`src/hdl/pcrd_pkg.sv`:
```
// Package for the pinhole camera ray direction core.
// Holds widths, the register index codes, payload and configuration types.
// No dependencies; every other file of the block imports it.
package pcrd_pkg;

  localparam int FRACTION_BITS = 14;
  localparam int MAX_DIMENSION = 4096;

  localparam int DIM_W      = 13;
  localparam int JIT_W      = 16;
  localparam int COMP_W     = 16;
  localparam int VEC_W      = 3 * COMP_W;
  localparam int SCALE_W    = 24;
  localparam int SCALE_FRAC = 16;
  localparam int CFG_IDX_W  = 3;
  localparam int CFG_DATA_W = VEC_W;

  // Screen mapping: numerator, its product with a scale, quotient width.
  localparam int SCR_W  = 32;
  localparam int PROD_W = SCR_W + SCALE_W;
  localparam int QX_W   = PROD_W - SCALE_FRAC - 1;
  localparam int SX_W   = QX_W + 1;

  // Direction assembly and normalization.
  localparam int BP_W  = SX_W + COMP_W;
  localparam int D_W   = BP_W + 1;
  localparam int MAG_W = D_W - 1;
  localparam int NM_W  = 30;
  localparam int SUM_W = 2 * NM_W + 2;
  localparam int LEN_W = SUM_W / 2;
  localparam int Q_W   = FRACTION_BITS + 1;
  localparam int REM_W = NM_W + FRACTION_BITS + 2;

  localparam int FIFO_DEPTH = 4;
  localparam int FIFO_AW    = $clog2(FIFO_DEPTH);

  typedef enum logic [CFG_IDX_W-1:0] {
    CFG_RIGHT,
    CFG_UP,
    CFG_VIEW,
    CFG_ORIGIN,
    CFG_HSCALE,
    CFG_VSCALE,
    CFG_WIDTH,
    CFG_HEIGHT
  } cfg_index_e;

  typedef struct packed {
    logic [DIM_W-1:0] pixel_column;
    logic [DIM_W-1:0] pixel_row;
    logic [JIT_W-1:0] jitter_x;
    logic [JIT_W-1:0] jitter_y;
  } in_item_t;

  typedef struct packed {
    logic signed [COMP_W-1:0] direction_x;
    logic signed [COMP_W-1:0] direction_y;
    logic signed [COMP_W-1:0] direction_z;
  } out_item_t;

  // Image sizes are held already clamped to the legal range.
  typedef struct packed {
    logic [VEC_W-1:0]   right_vector;
    logic [VEC_W-1:0]   up_vector;
    logic [VEC_W-1:0]   view_vector;
    logic [SCALE_W-1:0] horizontal_scale;
    logic [SCALE_W-1:0] vertical_scale;
    logic [DIM_W-1:0]   image_width;
    logic [DIM_W-1:0]   image_height;
  } cfg_t;

  typedef struct packed {
    logic signed [SCR_W-1:0] xn;
    logic signed [SCR_W-1:0] yn;
  } screen_t;

  typedef logic [2:0][D_W-1:0] dvec_t;

  function automatic logic signed [COMP_W-1:0] vec_lane(input logic [VEC_W-1:0] v,
                                                       input int k);
    return $signed(v[k*COMP_W +: COMP_W]);
  endfunction

endpackage

```
`src/hdl/pcrd_front.sv`:
```
// Front stage: takes input transfers and forms the signed screen numerators.
// Depends on pcrd_pkg.
module pcrd_front (
  input  logic              clk_i,
  input  logic              rst_ni,
  input  logic              in_valid_i,
  output logic              in_ready_o,
  input  pcrd_pkg::in_item_t in_item_i,
  input  pcrd_pkg::cfg_t    cfg_i,
  output logic              out_valid_o,
  input  logic              out_ready_i,
  output pcrd_pkg::screen_t out_data_o
);
  import pcrd_pkg::*;

  logic    vld_q, vld_d;
  screen_t data_q;
  screen_t data_d;
  logic    take;

  assign in_ready_o = !vld_q || out_ready_i;
  assign take       = in_valid_i && in_ready_o;

  always_comb begin
    data_d.xn = $signed({2'b00, in_item_i.pixel_column, in_item_i.jitter_x, 1'b0})
              - $signed({3'b000, cfg_i.image_width, 16'h0000});
    data_d.yn = $signed({3'b000, cfg_i.image_height, 16'h0000})
              - $signed({2'b00, in_item_i.pixel_row, in_item_i.jitter_y, 1'b0});
    if (take) begin
      vld_d = 1'b1;
    end else if (out_ready_i) begin
      vld_d = 1'b0;
    end else begin
      vld_d = vld_q;
    end
  end

  always_ff @(posedge clk_i or negedge rst_ni) begin
    if (!rst_ni) begin
      vld_q <= 1'b0;
    end else begin
      vld_q <= vld_d;
    end
  end

  always_ff @(posedge clk_i) begin
    if (take) begin
      data_q <= data_d;
    end
  end

  assign out_valid_o = vld_q;
  assign out_data_o  = data_q;

endmodule

```
`config.mk`:
```
export PLATFORM = sky130hd
export DESIGN_NAME = pcrd_front
export DESIGN_NICKNAME = d
export VERILOG_FILES = /design/src/hdl/pcrd_pkg.sv /design/src/hdl/pcrd_front.sv
export SDC_FILE = /design/constraint.sdc
export NUM_CORES = 1
export LEC_CHECK = 0
export ABC_AREA = 1
export ABC_CLOCK_PERIOD_IN_PS = 12350
export CORE_AREA = 2 2 133 135
export DETAILED_ROUTE_END_ITERATION = 12
export DIE_AREA = 0 0 135 137
export DONT_BUFFER_PORTS = 1
export GPL_TIMING_DRIVEN = 0
export SYNTH_ARGS = -nofsm -noshare
export SYNTH_HDL_FRONTEND = slang
export SYNTH_SLANG_ARGS = --single-unit
```
`constraint.sdc`:
```
create_clock -name clk_i -period 12.35 [get_ports clk_i]
set_clock_uncertainty 0.1 [all_clocks]
set_input_delay 2.47 -clock clk_i [delete_from_list [all_inputs] [get_ports clk_i]]
set_output_delay 2.47 -clock clk_i [all_outputs]
set_load 0.02 [all_outputs]
```
# Word level (Yosys, flattened, before mapping)
# Index checks and enable logic that the tools add are counted.
op_classes:
  add_sub_neg: 2
  muxes: 2
  reduce_logical: 4
op_table:
  columns: ["operator", "n"]
  rows:
  - ["$sub A29 B30 Y31", 1]
  - ["$sub A30 B29 Y31", 1]
  - ["$mux W1", 2]
  - ["$reduce_bool A2 Y1", 1]
  - ["$logic_and A1 B1 Y1", 1]
  - ["$logic_not A1 Y1", 1]
  - ["$logic_or A1 B1 Y1", 1]
totals:
  reg_bits: 65
  inputBits: 280
  output_inout_bits: 66
  wordCells: 11

# Logic depth before layout (Yosys ltp)
depth:
  depth_word: 4
  ltp_mapped: 12
  ltp_nobuf: 12

# Worst setup path before layout
# Ideal clock, no wire load.
synth_path:
  kind: "input to register"
  from: "in in_valid_i"
  to: "reg data_q, in the netlist out_data_o[10] (enable)"
  setup_time_ns: 0.498
  t_arrival_ns: 5.428
  path_slack_ns: 6.325
  cell_stages: 2
  cell_sequence: "inv_1 -> a21oi_1"
synth_between:
  elab_chain_cells: 1
synth_lines:
  columns: ["item", "line_no", "source"]
  rows:
  - ["start: declaration", "pcrd_front.sv:6", "input logic in_valid_i,"]
  - ["$logic_and A1 B1 Y1", "pcrd_front.sv:22", "assign take = in_valid_i && in_ready_o;"]
  - ["via take", "pcrd_front.sv:19", "logic take;"]
  - ["end signal: assignment", "pcrd_front.sv:48", "data_q <= data_d;"]
  - ["end: declaration", "pcrd_front.sv:17", "screen_t data_q;"]
# The timed path passes the listed nets, and every way through them passes these cells.
# A chain may end at the register's enable or synchronous reset.

# Worst setup path after layout
layout_path:
  from: "in out_ready_i"
  to: "out in_ready_o"
layout_between:
  elab_chain_cells: 1
layout_lines:
  columns: ["item", "line_no", "source"]
  rows:
  - ["start: declaration", "pcrd_front.sv:11", "input logic out_ready_i,"]
  - ["$logic_or A1 B1 Y1", "pcrd_front.sv:21", "assign in_ready_o = !vld_q || out_ready_i;"]
  - ["end: declaration", "pcrd_front.sv:7", "output logic in_ready_o,"]
# Every way passes these cells.

==> flow_summary.ini <==
[critical_path]
cp-end-kind = output pin
crit_buf_inv = 1
ff2ff_path_depth = 2
required_ns = 9.78
path_depth = 2
path_max_fanout = 2
crit_chain = inv_1 -> nand2_1
cp_top_family = simple AND/OR/NAND/NOR gates
critPathLaunchType = primary input
cpPeakStageDelay_ns = 0.31
cpMaxStageDelayCell = nand2_1
arrival_ns = 2.83
criticalPathCategory = in -> out

[yosys]
synthDistinctLibCells = 29
syn_inst = 528
syn_area_sq_um = 4183
seq_area_frac_synth = 0.4367
ys_top_cells_by_area = edfxtp_1 (43%), nand2_1 (14%), inv_1 (10%), ha_1 (8.1%), nor2_1 (4.2%)
yosysWarnings = 0
synth-main-ff-cell = edfxtp_1
synthArstFlopShare = 0.01639
synth_edf_count = 60
yosysTopAreaCell = edfxtp_1
synth_top_area_frac = 0.4308
avgSynthCellArea_sq_um = 7.922
ys_seq_elements = 61

[route]
dr.pass1.iters = 4
drc = 0
via_per_inst = 4.278
wl_mm = 13.24
via_count = 3303
drtIter0Drc = 226
drtAntennaViolNets = 0
drt-wirelength-per-cell_um = 17.15

[sta]
report.final.hold_viol_count = 0
slew_viol_final = 0
period_share = 0.4369
worst_pin_slew_ns = 0.5305
slew_headroom = 0.6455
setup_viol = 0
rsz0062_at_grt = no
fin_crit_ns = 5.396
whs_ns = 0.8250
finalSetupTns_ns = 0
fmax_mhz = 185.3

[die]
dieArea_sq_um = 18500
core_sq_um = 17060
rows = 48
die_y_um = 137
io_pins = 346
die-width_um = 135
start_util = 0.2452

[cells_and_area]
nNetsFinal = 850
ff_latch_area_sq_um = 1827
drive_gt1_frac = 0.08227
multiInputGateArea_sq_um = 1909
num_antenna_cells = 0
fill_cells = 1874
syn2layout_area_growth_pct = 15.41

[global_route]
grt_use_total = 0.1438
first_global_vias = 3223
antenna_found_initial = 4
grt_max_degree = 29
grt-ovfl-total = 0
grt_pass1_wl_mm = 18.63

[pwr]
power_density_nw_per_um2 = 132.9
ir_worst_vdd_uv = 60.48
power.leakage_nw = 2.315
power.total_w = 0.0006416

[clock_network]
cts.clk_slew.worst_paths_ns = 0.06
tritoncts = yes
htreeDepth = 3
cts-resized-gates = 0
cts.path.max_buffers = 2
cts.sinks = 61
numCtsBuffers = 9
clock_latency_ns = 0.34
ctsHoldBuffers = 0
cts-root-buf = clkbuf_16
post_cts_buffers = 0

[hold_path]
holdCritPathClass = reg -> reg
holdPathStages = 1

[placed_design]
gp_congestion = 0.9550
hpwl_mm = 10.91
portBuffers = 0

[job]
cap_violations = 0

[status]
status = complete, no violations
-- path summary, 6_finish.rpt --
kind	endpoint	slack, ns	start
setup / recovery	in_ready_o	6.95	out_ready_i
hold / removal	out_data_o[46]	0.82	out_valid_o
setup reg to reg	out_data_o[20]	10.66	out_valid_o
hold reg to reg	out_data_o[46]	0.82	out_valid_o
max in group asynchronous	out_valid_o	10.36	rst_ni
min in group asynchronous	out_valid_o	1.72	rst_ni
-- where the power goes --
part	total, W	internal (W)	switching (W)
clock network	0.000257	0.000157	0.000101
registers	0.000281	0.000251	0.0000294
logic	0.000104	0.0000362	0.0000674
-- routing by layer --
metal  GRT usage  vias up  share of wire
met4     0.03646        0         0.0091
met3      0.1215       11           0.19
met5           0        -              0
li1            -     1677              -
met2      0.1782      160           0.35
met1      0.1838     1455           0.45
-- registers in the layout, indices dropped and copies added (netlist names) --
| register | cells |
|---|---|
| out_data_o | 60 |
| out_valid_o | 1 |
-- Yosys cell counts, types with 2 or more instances --
master / n
xnor2_1: 6
inv_1: 113
o21ai_2: 2
inv_2: 2
nand2_2: 5
o21ai_0: 3
ha_1: 27
nand2_1: 156
nor2_4: 5
o21bai_1: 2
edfxtp_1: 60
nand4_1: 7
xor2_1: 18
nand3_1: 26
buf_4: 4
a21oi_1: 23
nor3_2: 2
nor2_2: 4
nor2_1: 47
nor3_1: 7
-- logic make-up (layout without fill, tap and decap cells) --
group,after synthesis,in the layout,share of synthesized area
AO/OA/AOI/OAI,32,32,0.04218
adder cells (fa/ha/maj),28,28,0.08555
flip-flops,61,61,0.4367
AND/OR/NAND/NOR,263,263,0.2740
buffers and inverters,119,137,0.1104
other,1,2,0.0008965
XOR/XNOR,24,24,0.05025
-- layout by cell type, fill, tap and decap left out, types with 2 or more instances in the layout --
cell type / count
o21ai_2: 2
ha_1: 27
conb_1: 2
nor2_2: 4
a21oi_1: 22
inv_1: 113
edfxtp_1: 60
clkbuf_16: 9
o21ai_0: 3
nand4_1: 7
o21bai_1: 2
nor3_1: 7
nor2_4: 5
nor2_1: 47
clkinvlp_4: 3
xnor2_1: 6
nand2_2: 5
nand3_1: 26
xor2_1: 18
nor3_2: 2
buf_4: 4
inv_2: 2
nand2_1: 156
-- cell type report --
cell class / instances / share of cell area
plain buffers: 4 / 0.006221
clock buffers: 9 / 0.04666
clock inverters: 7 / 0.01555
inverters: 115 / 0.08942
multi-input cells: 349 / 0.3955
flip-flops and latches: 61 / 0.3784
well taps: 225 / 0.05832
repair buffers: 2 / 0.009850
-- stage by stage --
| step | instance area [sq um] | std cells | worst slack [ns] | util |
|---|---|---|---|---|
| after floorplan | 4187 | 529 | 6.325 | - |
| after global placement | 4468 | 754 | 4.607 | 0.2620 |
| after detailed placement | 4527 | 756 | 6.942 | 0.2654 |
| after CTS | 4827 | 772 | 6.941 | 0.2830 |
| after global routing | 4827 | 772 | 6.933 | 0.2830 |
| final | 4827 | 772 | 6.954 | 0.2830 |
Power figures use the tool's default switching activity.
