==> src/hdl/pcrd_pkg.sv <==
// Package for the pinhole camera ray direction core.
// Holds widths, the register index codes, payload and configuration types.
// No dependencies; every other file of the block imports it.
package pcrd_pkg;

  localparam int FRACTION_BITS = 14;
  localparam int MAX_DIMENSION = 4096;

  localparam int DIM_W      = 13;
  localparam int JIT_W      = 16;
  localparam int COMP_W     = 16;
  localparam int VEC_W      = 3 * COMP_W;
  localparam int SCALE_W    = 24;
  localparam int SCALE_FRAC = 16;
  localparam int CFG_IDX_W  = 3;
  localparam int CFG_DATA_W = VEC_W;

  // Screen mapping: numerator, its product with a scale, quotient width.
  localparam int SCR_W  = 32;
  localparam int PROD_W = SCR_W + SCALE_W;
  localparam int QX_W   = PROD_W - SCALE_FRAC - 1;
  localparam int SX_W   = QX_W + 1;

  // Direction assembly and normalization.
  localparam int BP_W  = SX_W + COMP_W;
  localparam int D_W   = BP_W + 1;
  localparam int MAG_W = D_W - 1;
  localparam int NM_W  = 30;
  localparam int SUM_W = 2 * NM_W + 2;
  localparam int LEN_W = SUM_W / 2;
  localparam int Q_W   = FRACTION_BITS + 1;
  localparam int REM_W = NM_W + FRACTION_BITS + 2;

  localparam int FIFO_DEPTH = 4;
  localparam int FIFO_AW    = $clog2(FIFO_DEPTH);

  typedef enum logic [CFG_IDX_W-1:0] {
    CFG_RIGHT,
    CFG_UP,
    CFG_VIEW,
    CFG_ORIGIN,
    CFG_HSCALE,
    CFG_VSCALE,
    CFG_WIDTH,
    CFG_HEIGHT
  } cfg_index_e;

  typedef struct packed {
    logic [DIM_W-1:0] pixel_column;
    logic [DIM_W-1:0] pixel_row;
    logic [JIT_W-1:0] jitter_x;
    logic [JIT_W-1:0] jitter_y;
  } in_item_t;

  typedef struct packed {
    logic signed [COMP_W-1:0] direction_x;
    logic signed [COMP_W-1:0] direction_y;
    logic signed [COMP_W-1:0] direction_z;
  } out_item_t;

  // Image sizes are held already clamped to the legal range.
  typedef struct packed {
    logic [VEC_W-1:0]   right_vector;
    logic [VEC_W-1:0]   up_vector;
    logic [VEC_W-1:0]   view_vector;
    logic [SCALE_W-1:0] horizontal_scale;
    logic [SCALE_W-1:0] vertical_scale;
    logic [DIM_W-1:0]   image_width;
    logic [DIM_W-1:0]   image_height;
  } cfg_t;

  typedef struct packed {
    logic signed [SCR_W-1:0] xn;
    logic signed [SCR_W-1:0] yn;
  } screen_t;

  typedef logic [2:0][D_W-1:0] dvec_t;

  function automatic logic signed [COMP_W-1:0] vec_lane(input logic [VEC_W-1:0] v,
                                                       input int k);
    return $signed(v[k*COMP_W +: COMP_W]);
  endfunction

endpackage

==> src/hdl/pcrd_fifo.sv <==
// Short queue between the front stage and the arithmetic pipeline.
// Depends on pcrd_pkg.
module pcrd_fifo (
  input  logic              clk_i,
  input  logic              rst_ni,
  input  logic              push_i,
  input  pcrd_pkg::screen_t push_data_i,
  output logic              full_o,
  input  logic              pop_i,
  output logic              empty_o,
  output pcrd_pkg::screen_t pop_data_o
);
  import pcrd_pkg::*;

  screen_t            mem_q [FIFO_DEPTH];
  logic [FIFO_AW-1:0] wr_q, rd_q;
  logic [FIFO_AW:0]   cnt_q;
  logic               do_push, do_pop;

  assign full_o     = cnt_q == (FIFO_AW+1)'(FIFO_DEPTH);
  assign empty_o    = cnt_q == '0;
  assign do_push    = push_i && !full_o;
  assign do_pop     = pop_i && !empty_o;
  assign pop_data_o = mem_q[rd_q];

  always_ff @(posedge clk_i or negedge rst_ni) begin
    if (!rst_ni) begin
      wr_q  <= '0;
      rd_q  <= '0;
      cnt_q <= '0;
    end else begin
      if (do_push) begin
        wr_q <= wr_q + 1'b1;
      end
      if (do_pop) begin
        rd_q <= rd_q + 1'b1;
      end
      if (do_push && !do_pop) begin
        cnt_q <= cnt_q + 1'b1;
      end else if (do_pop && !do_push) begin
        cnt_q <= cnt_q - 1'b1;
      end
    end
  end

  always_ff @(posedge clk_i) begin
    if (do_push) begin
      mem_q[wr_q] <= push_data_i;
    end
  end

endmodule

==> config.mk <==
export PLATFORM = sky130hd
export DESIGN_NAME = pcrd_fifo
export DESIGN_NICKNAME = d
export VERILOG_FILES = /design/src/hdl/pcrd_pkg.sv /design/src/hdl/pcrd_fifo.sv
export SDC_FILE = /design/constraint.sdc
export NUM_CORES = 1
export LEC_CHECK = 0
export BUFFER_PORTS_ARGS = -buffer_cell sky130_fd_sc_hd__buf_2
export CAP_MARGIN = 10
export CORE_MARGIN = 1.5
export CORE_UTILIZATION = 41
export CTS_CLUSTER_SIZE = 24
export DETAILED_ROUTE_END_ITERATION = 16
export GPL_ROUTABILITY_DRIVEN = 0
export MAX_ROUTING_LAYER = met4
export SKIP_LAST_GASP = 1
export SLEW_MARGIN = 20
export SYNTH_ARGS = -nofsm -noshare
export SYNTH_HDL_FRONTEND = slang
export SYNTH_SLANG_ARGS = --single-unit
==> constraint.sdc <==
create_clock -name clk_i -period 7.58 [get_ports clk_i]
set_input_delay 1.516 -clock clk_i [delete_from_list [all_inputs] [get_ports clk_i]]
set_output_delay 1.516 -clock clk_i [all_outputs]
set_load 0.02 [all_outputs]
Word-level counts from Yosys, hierarchy flattened
Memories as Yosys holds them, arrays and structs flattened.
Cells that the tools add are included.
{"block": "op_classes", "n_eq_ne": 1, "magnitude_cmp": 0, "n_shift": 0, "multipliers": 0, "bitwise": 0, "n_mux": 4, "div_mod_pow": 0, "n_reduce_logical": 10, "add_sub_neg": 4}
{"operator": "3-bit two-way mux", "count": 2}
{"operator": "2-bit by 1-bit adder with 2-bit output, second input constant", "count": 2}
{"operator": "1-bit logical AND", "count": 4}
{"operator": "1-bit logical NOT", "count": 4}
{"operator": "3-bit by 1-bit adder with 3-bit output, second input constant", "count": 1}
{"operator": "3-bit == test, second input constant", "count": 1}
{"operator": "3-bit logical NOT", "count": 1}
{"operator": "3-bit by 1-bit subtractor with 3-bit output, second input constant", "count": 1}
{"operator": "1-bit two-way mux", "count": 2}
{"operator": "2-bit nonzero test", "count": 1}
{"block": "totals", "inputBits": 68, "latch_bits": 0, "wordCells": 23, "register_bits": 7, "mem_bits_rw": 256, "out_inout_bits": 66, "memories": 1, "rom_bits": 0}
{"name": "mem_q", "words": 4, "width": 64, "rd": 1, "rd_ports_with_merged_regs": 0, "write_ports": 1, "line_no": "pcrd_fifo.sv:15", "text": "screen_t mem_q [FIFO_DEPTH];"}

Longest topological paths before layout
{"block": "depth", "depth_word": 7, "mapped_depth": 9, "ltp_nobuf": 8}

Worst setup path before layout
OpenSTA, ideal clock, no wires.
{"block": "synth_timing", "path_kind": "input to register", "start": "input port push_i", "end": "memory mem_q[0][0] (netlist bit) (enable)", "required_ns": 7.151, "cell_stages": 3, "setup_time_ns": 0.429, "slack_ns": 3.849, "arrival_ns": 3.302, "n_path_buf": 1, "path_cell_list": "nor2b_1 > buf_2 > and2_1"}
{"block": "synth_between", "elab_chain_cells": 3}
{"element": "from (decl)", "line_no": "pcrd_fifo.sv:6", "text": "input logic push_i,"}
{"element": "1-bit logical AND", "line_no": "pcrd_fifo.sv:22", "text": "assign do_push = push_i && !full_o;"}
{"element": "named net do_push", "line_no": "pcrd_fifo.sv:18", "text": "logic do_push, do_pop;"}
{"element": "1-bit two-way mux", "line_no": "pcrd_fifo.sv:47", "text": "if (do_push) begin"}
{"element": "1-bit two-way mux (implied by the code)", "line_no": "pcrd_fifo.sv:48", "text": "mem_q[wr_q] <= push_data_i;"}
{"element": "to (decl)", "line_no": "pcrd_fifo.sv:15"}
The timed path passes the listed nets, and every way through them passes these cells.

==> flow_summary.toml <==
[status]
outcome = "finished clean"

[global_route]
grt_pass1_wl_um = 26880
antenna_found_initial = 3
gr-total-overflow = 0
met1_usage_pct = 19.44
grt.met2_usage_pct = 24.85
top_usage_layer = "met2"
globalRouteTotalUtil_pct = 15.19
grt_pass1_vias = 4715
grt_start_max_net_pins = 66
gr-usage-met3_pct = 2.963

[clock_network]
ctsLongestPathBuffers = 3
cts_tree = "done"
cts_resized = 0
root_buffer = "clkbuf_16"
cts_setup_buffers = 0
clock-sinks = 263
ctsHoldBuffers = 0
insertion_delay_ns = 0.52
cts-buffers-inserted = 27
htreeDepth = 1
clk_pin_slew_ns = 0.06

[timing]
finalSetupViolations = 0
max_freq_mhz = 224.6
hold_viol_final = 0
min_period_over_period_pct = 58.73
final_max_slew_viol_count = 0
slew_headroom_pct = 31.48
rsz0062_at_grt = "no"
final.setup_skew_ns = 0.01515
tightest_slew_ns = 1.028
timing.hold.ws_ns = 0.5053
post-route-min-period_ns = 4.452
setup-tns-final_ns = 0

[floorplan]
die_area_sq_mm = 0.02446
rows = 55
pin_count = 134
die-width_um = 156.4
core_area_sq_mm = 0.02285
initial_core_util_pct = 42.23
die_h_um = 156.4

[routing]
wl_per_cell_um = 20.53
drt_iter0_drc = 255
drt_pre_antenna_iters = 4
ant_nets = 0
drc = 0
vias_per_cell = 5.029
vias = 4295
drt-total-wl_um = 17530

[cells_and_area]
layout-drive-gt1-share_pct = 45.91
syn_to_final_growth_pct = 18.53
final_cell_mix = "256 x edfxtp_1, 133 x buf_2, 64 x mux4_2"
final_common_cell = "edfxtp_1"
final_nets = 592
fill_cells = 1903
layoutNonFillerInstCount = 854

[yosys]
syn_nets = 444
synth-seq-cells = 263
synthCells = 370
synth_cell_types = 20
yosysWarningCount = 0
synth_area_sq_mm = 0.009649
ys_seq_area_share_pct = 81.48
synth.avg_cell_area_sq_um = 26.08

[critical_path]
max_stage_delay_ns = 0.84
endpoint_kind = "primary output"
cp_slowest_cell = "buf_4"
path_buf_inv = 2
worst_path_dominant_cell_family = "buffers and inverters"
worstPathCellList = "buf_4, mux4_2, buf_2"
cp.required_ns = 6.06
critPathKind = "reg2out"
cp.arrival_ns = 2.94
startpoint_type = "flop"
critPathMaxFanout = 46

[power]
max-vdd-ir-drop_mv = 0.2251
p_per_area_mw_per_mm2 = 407.6
p_leak_uw = 0.003887

[job]
cap_violations = 0

[placement]
port_buffers = 133
hpwl_um = 9477
dp.cells = 802

[hold_path]
hold_path_class = "reg2reg"
-- flip-flops by register name (all words and copies together), names as in the netlist --
name / flops
mem_q: 256
cnt_q: 3
rd_q: 2
wr_q: 2
-- worst register-to-register path, cell delays in order (launching register included) --
cell and delay, ns:
dfrtp_1 0.40, nor3b_2 0.18, nor2b_1 0.51, and2_4 0.91
-- layout make-up --
class,instances,area (sq um),area share (%)
clock buffers,31,690.7,6.039
clock inverters,18,117.6,1.028
flip-flops and latches,263,7870,68.81
multi-input cells,88,1672,14.62
diodes,3,7.507,0.06564
well taps,313,391.6,3.424
inverters,4,15.01,0.1313
repair buffers,134,673.1,5.886
-- synth_stat cells --
cell	n	area share (%)
and2_1	4	0.26
buf_2	7	0.36
buf_4	2	0.16
buf_6	5	0.58
clkbuf_1	1	0.039
dfrtp_1	7	1.8
edfxtp_1	256	80
fa_1	1	0.21
ha_1	5	0.65
inv_1	4	0.16
mux2_2	2	0.23
mux4_2	64	15
nand2_1	1	0.039
nand3_1	1	0.052
nor2_1	1	0.039
nor2b_1	1	0.065
nor3b_2	1	0.13
or3_1	1	0.065
xnor2_1	4	0.36
xor2_1	2	0.18
-- final timing paths --
kind,from,endpoint,slack (ns),cells past startpoint
max,rd_q[0]$_DFFE_PN0P_,pop_data_o[44],3.13,3
min,cnt_q[2]$_DFFE_PN0P_,cnt_q[2]$_DFFE_PN0P_,0.51,1
max reg2reg,cnt_q[2]$_DFFE_PN0P_,mem_q[3][21]$_DFFE_PP_,5.11,3
min reg2reg,cnt_q[2]$_DFFE_PN0P_,cnt_q[2]$_DFFE_PN0P_,0.51,1
max in group asynchronous,rst_ni,rd_q[0]$_DFFE_PN0P_,6.55,1
min in group asynchronous,rst_ni,cnt_q[1]$_DFFE_PN0P_,0.83,1
-- cells by family (layout without fill, tap and decap cells) --
logic type               after synthesis  after routing  synth area share [%]
other                                  0              3                     0
AND/OR/NAND/NOR                       10             10                0.6482
multiplexers                          66             66                 15.17
XOR/XNOR                               6              6                0.5446
buffers and inverters                 19            187                 1.296
adder cells (fa/ha/maj)                6              6                0.8558
flip-flops                           263            263                 81.48
-- routing by layer --
layer  up-vias  wire length, um
met4         0              478
met5         -                0
met1      2241             7397
met3        39              995
li1       1881                -
met2       134             8660
-- stage by stage --
step | area [sq um] | total power [uW] | util, % | setup WS (ns)
6_report | 11440 | 4662 | 50.06 | 3.128
2_1_floorplan | 9649 | 3085 | - | 3.849
4_1_cts | 11430 | 4746 | 50.03 | 2.977
3_5_place_dp | 10620 | 3538 | 46.49 | 3.545
3_3_place_gp | 10620 | 3506 | 46.49 | 3.544
5_1_grt | 11440 | 4893 | 50.06 | 2.851
-- report_power, final --
| part | switching, uW | internal [uW] |
|---|---|---|
| Combinational | 777 | 574 |
| Sequential | 178 | 1930 |
| Clock | 516 | 685 |
Note: power is estimated with default switching activity, not from simulation.
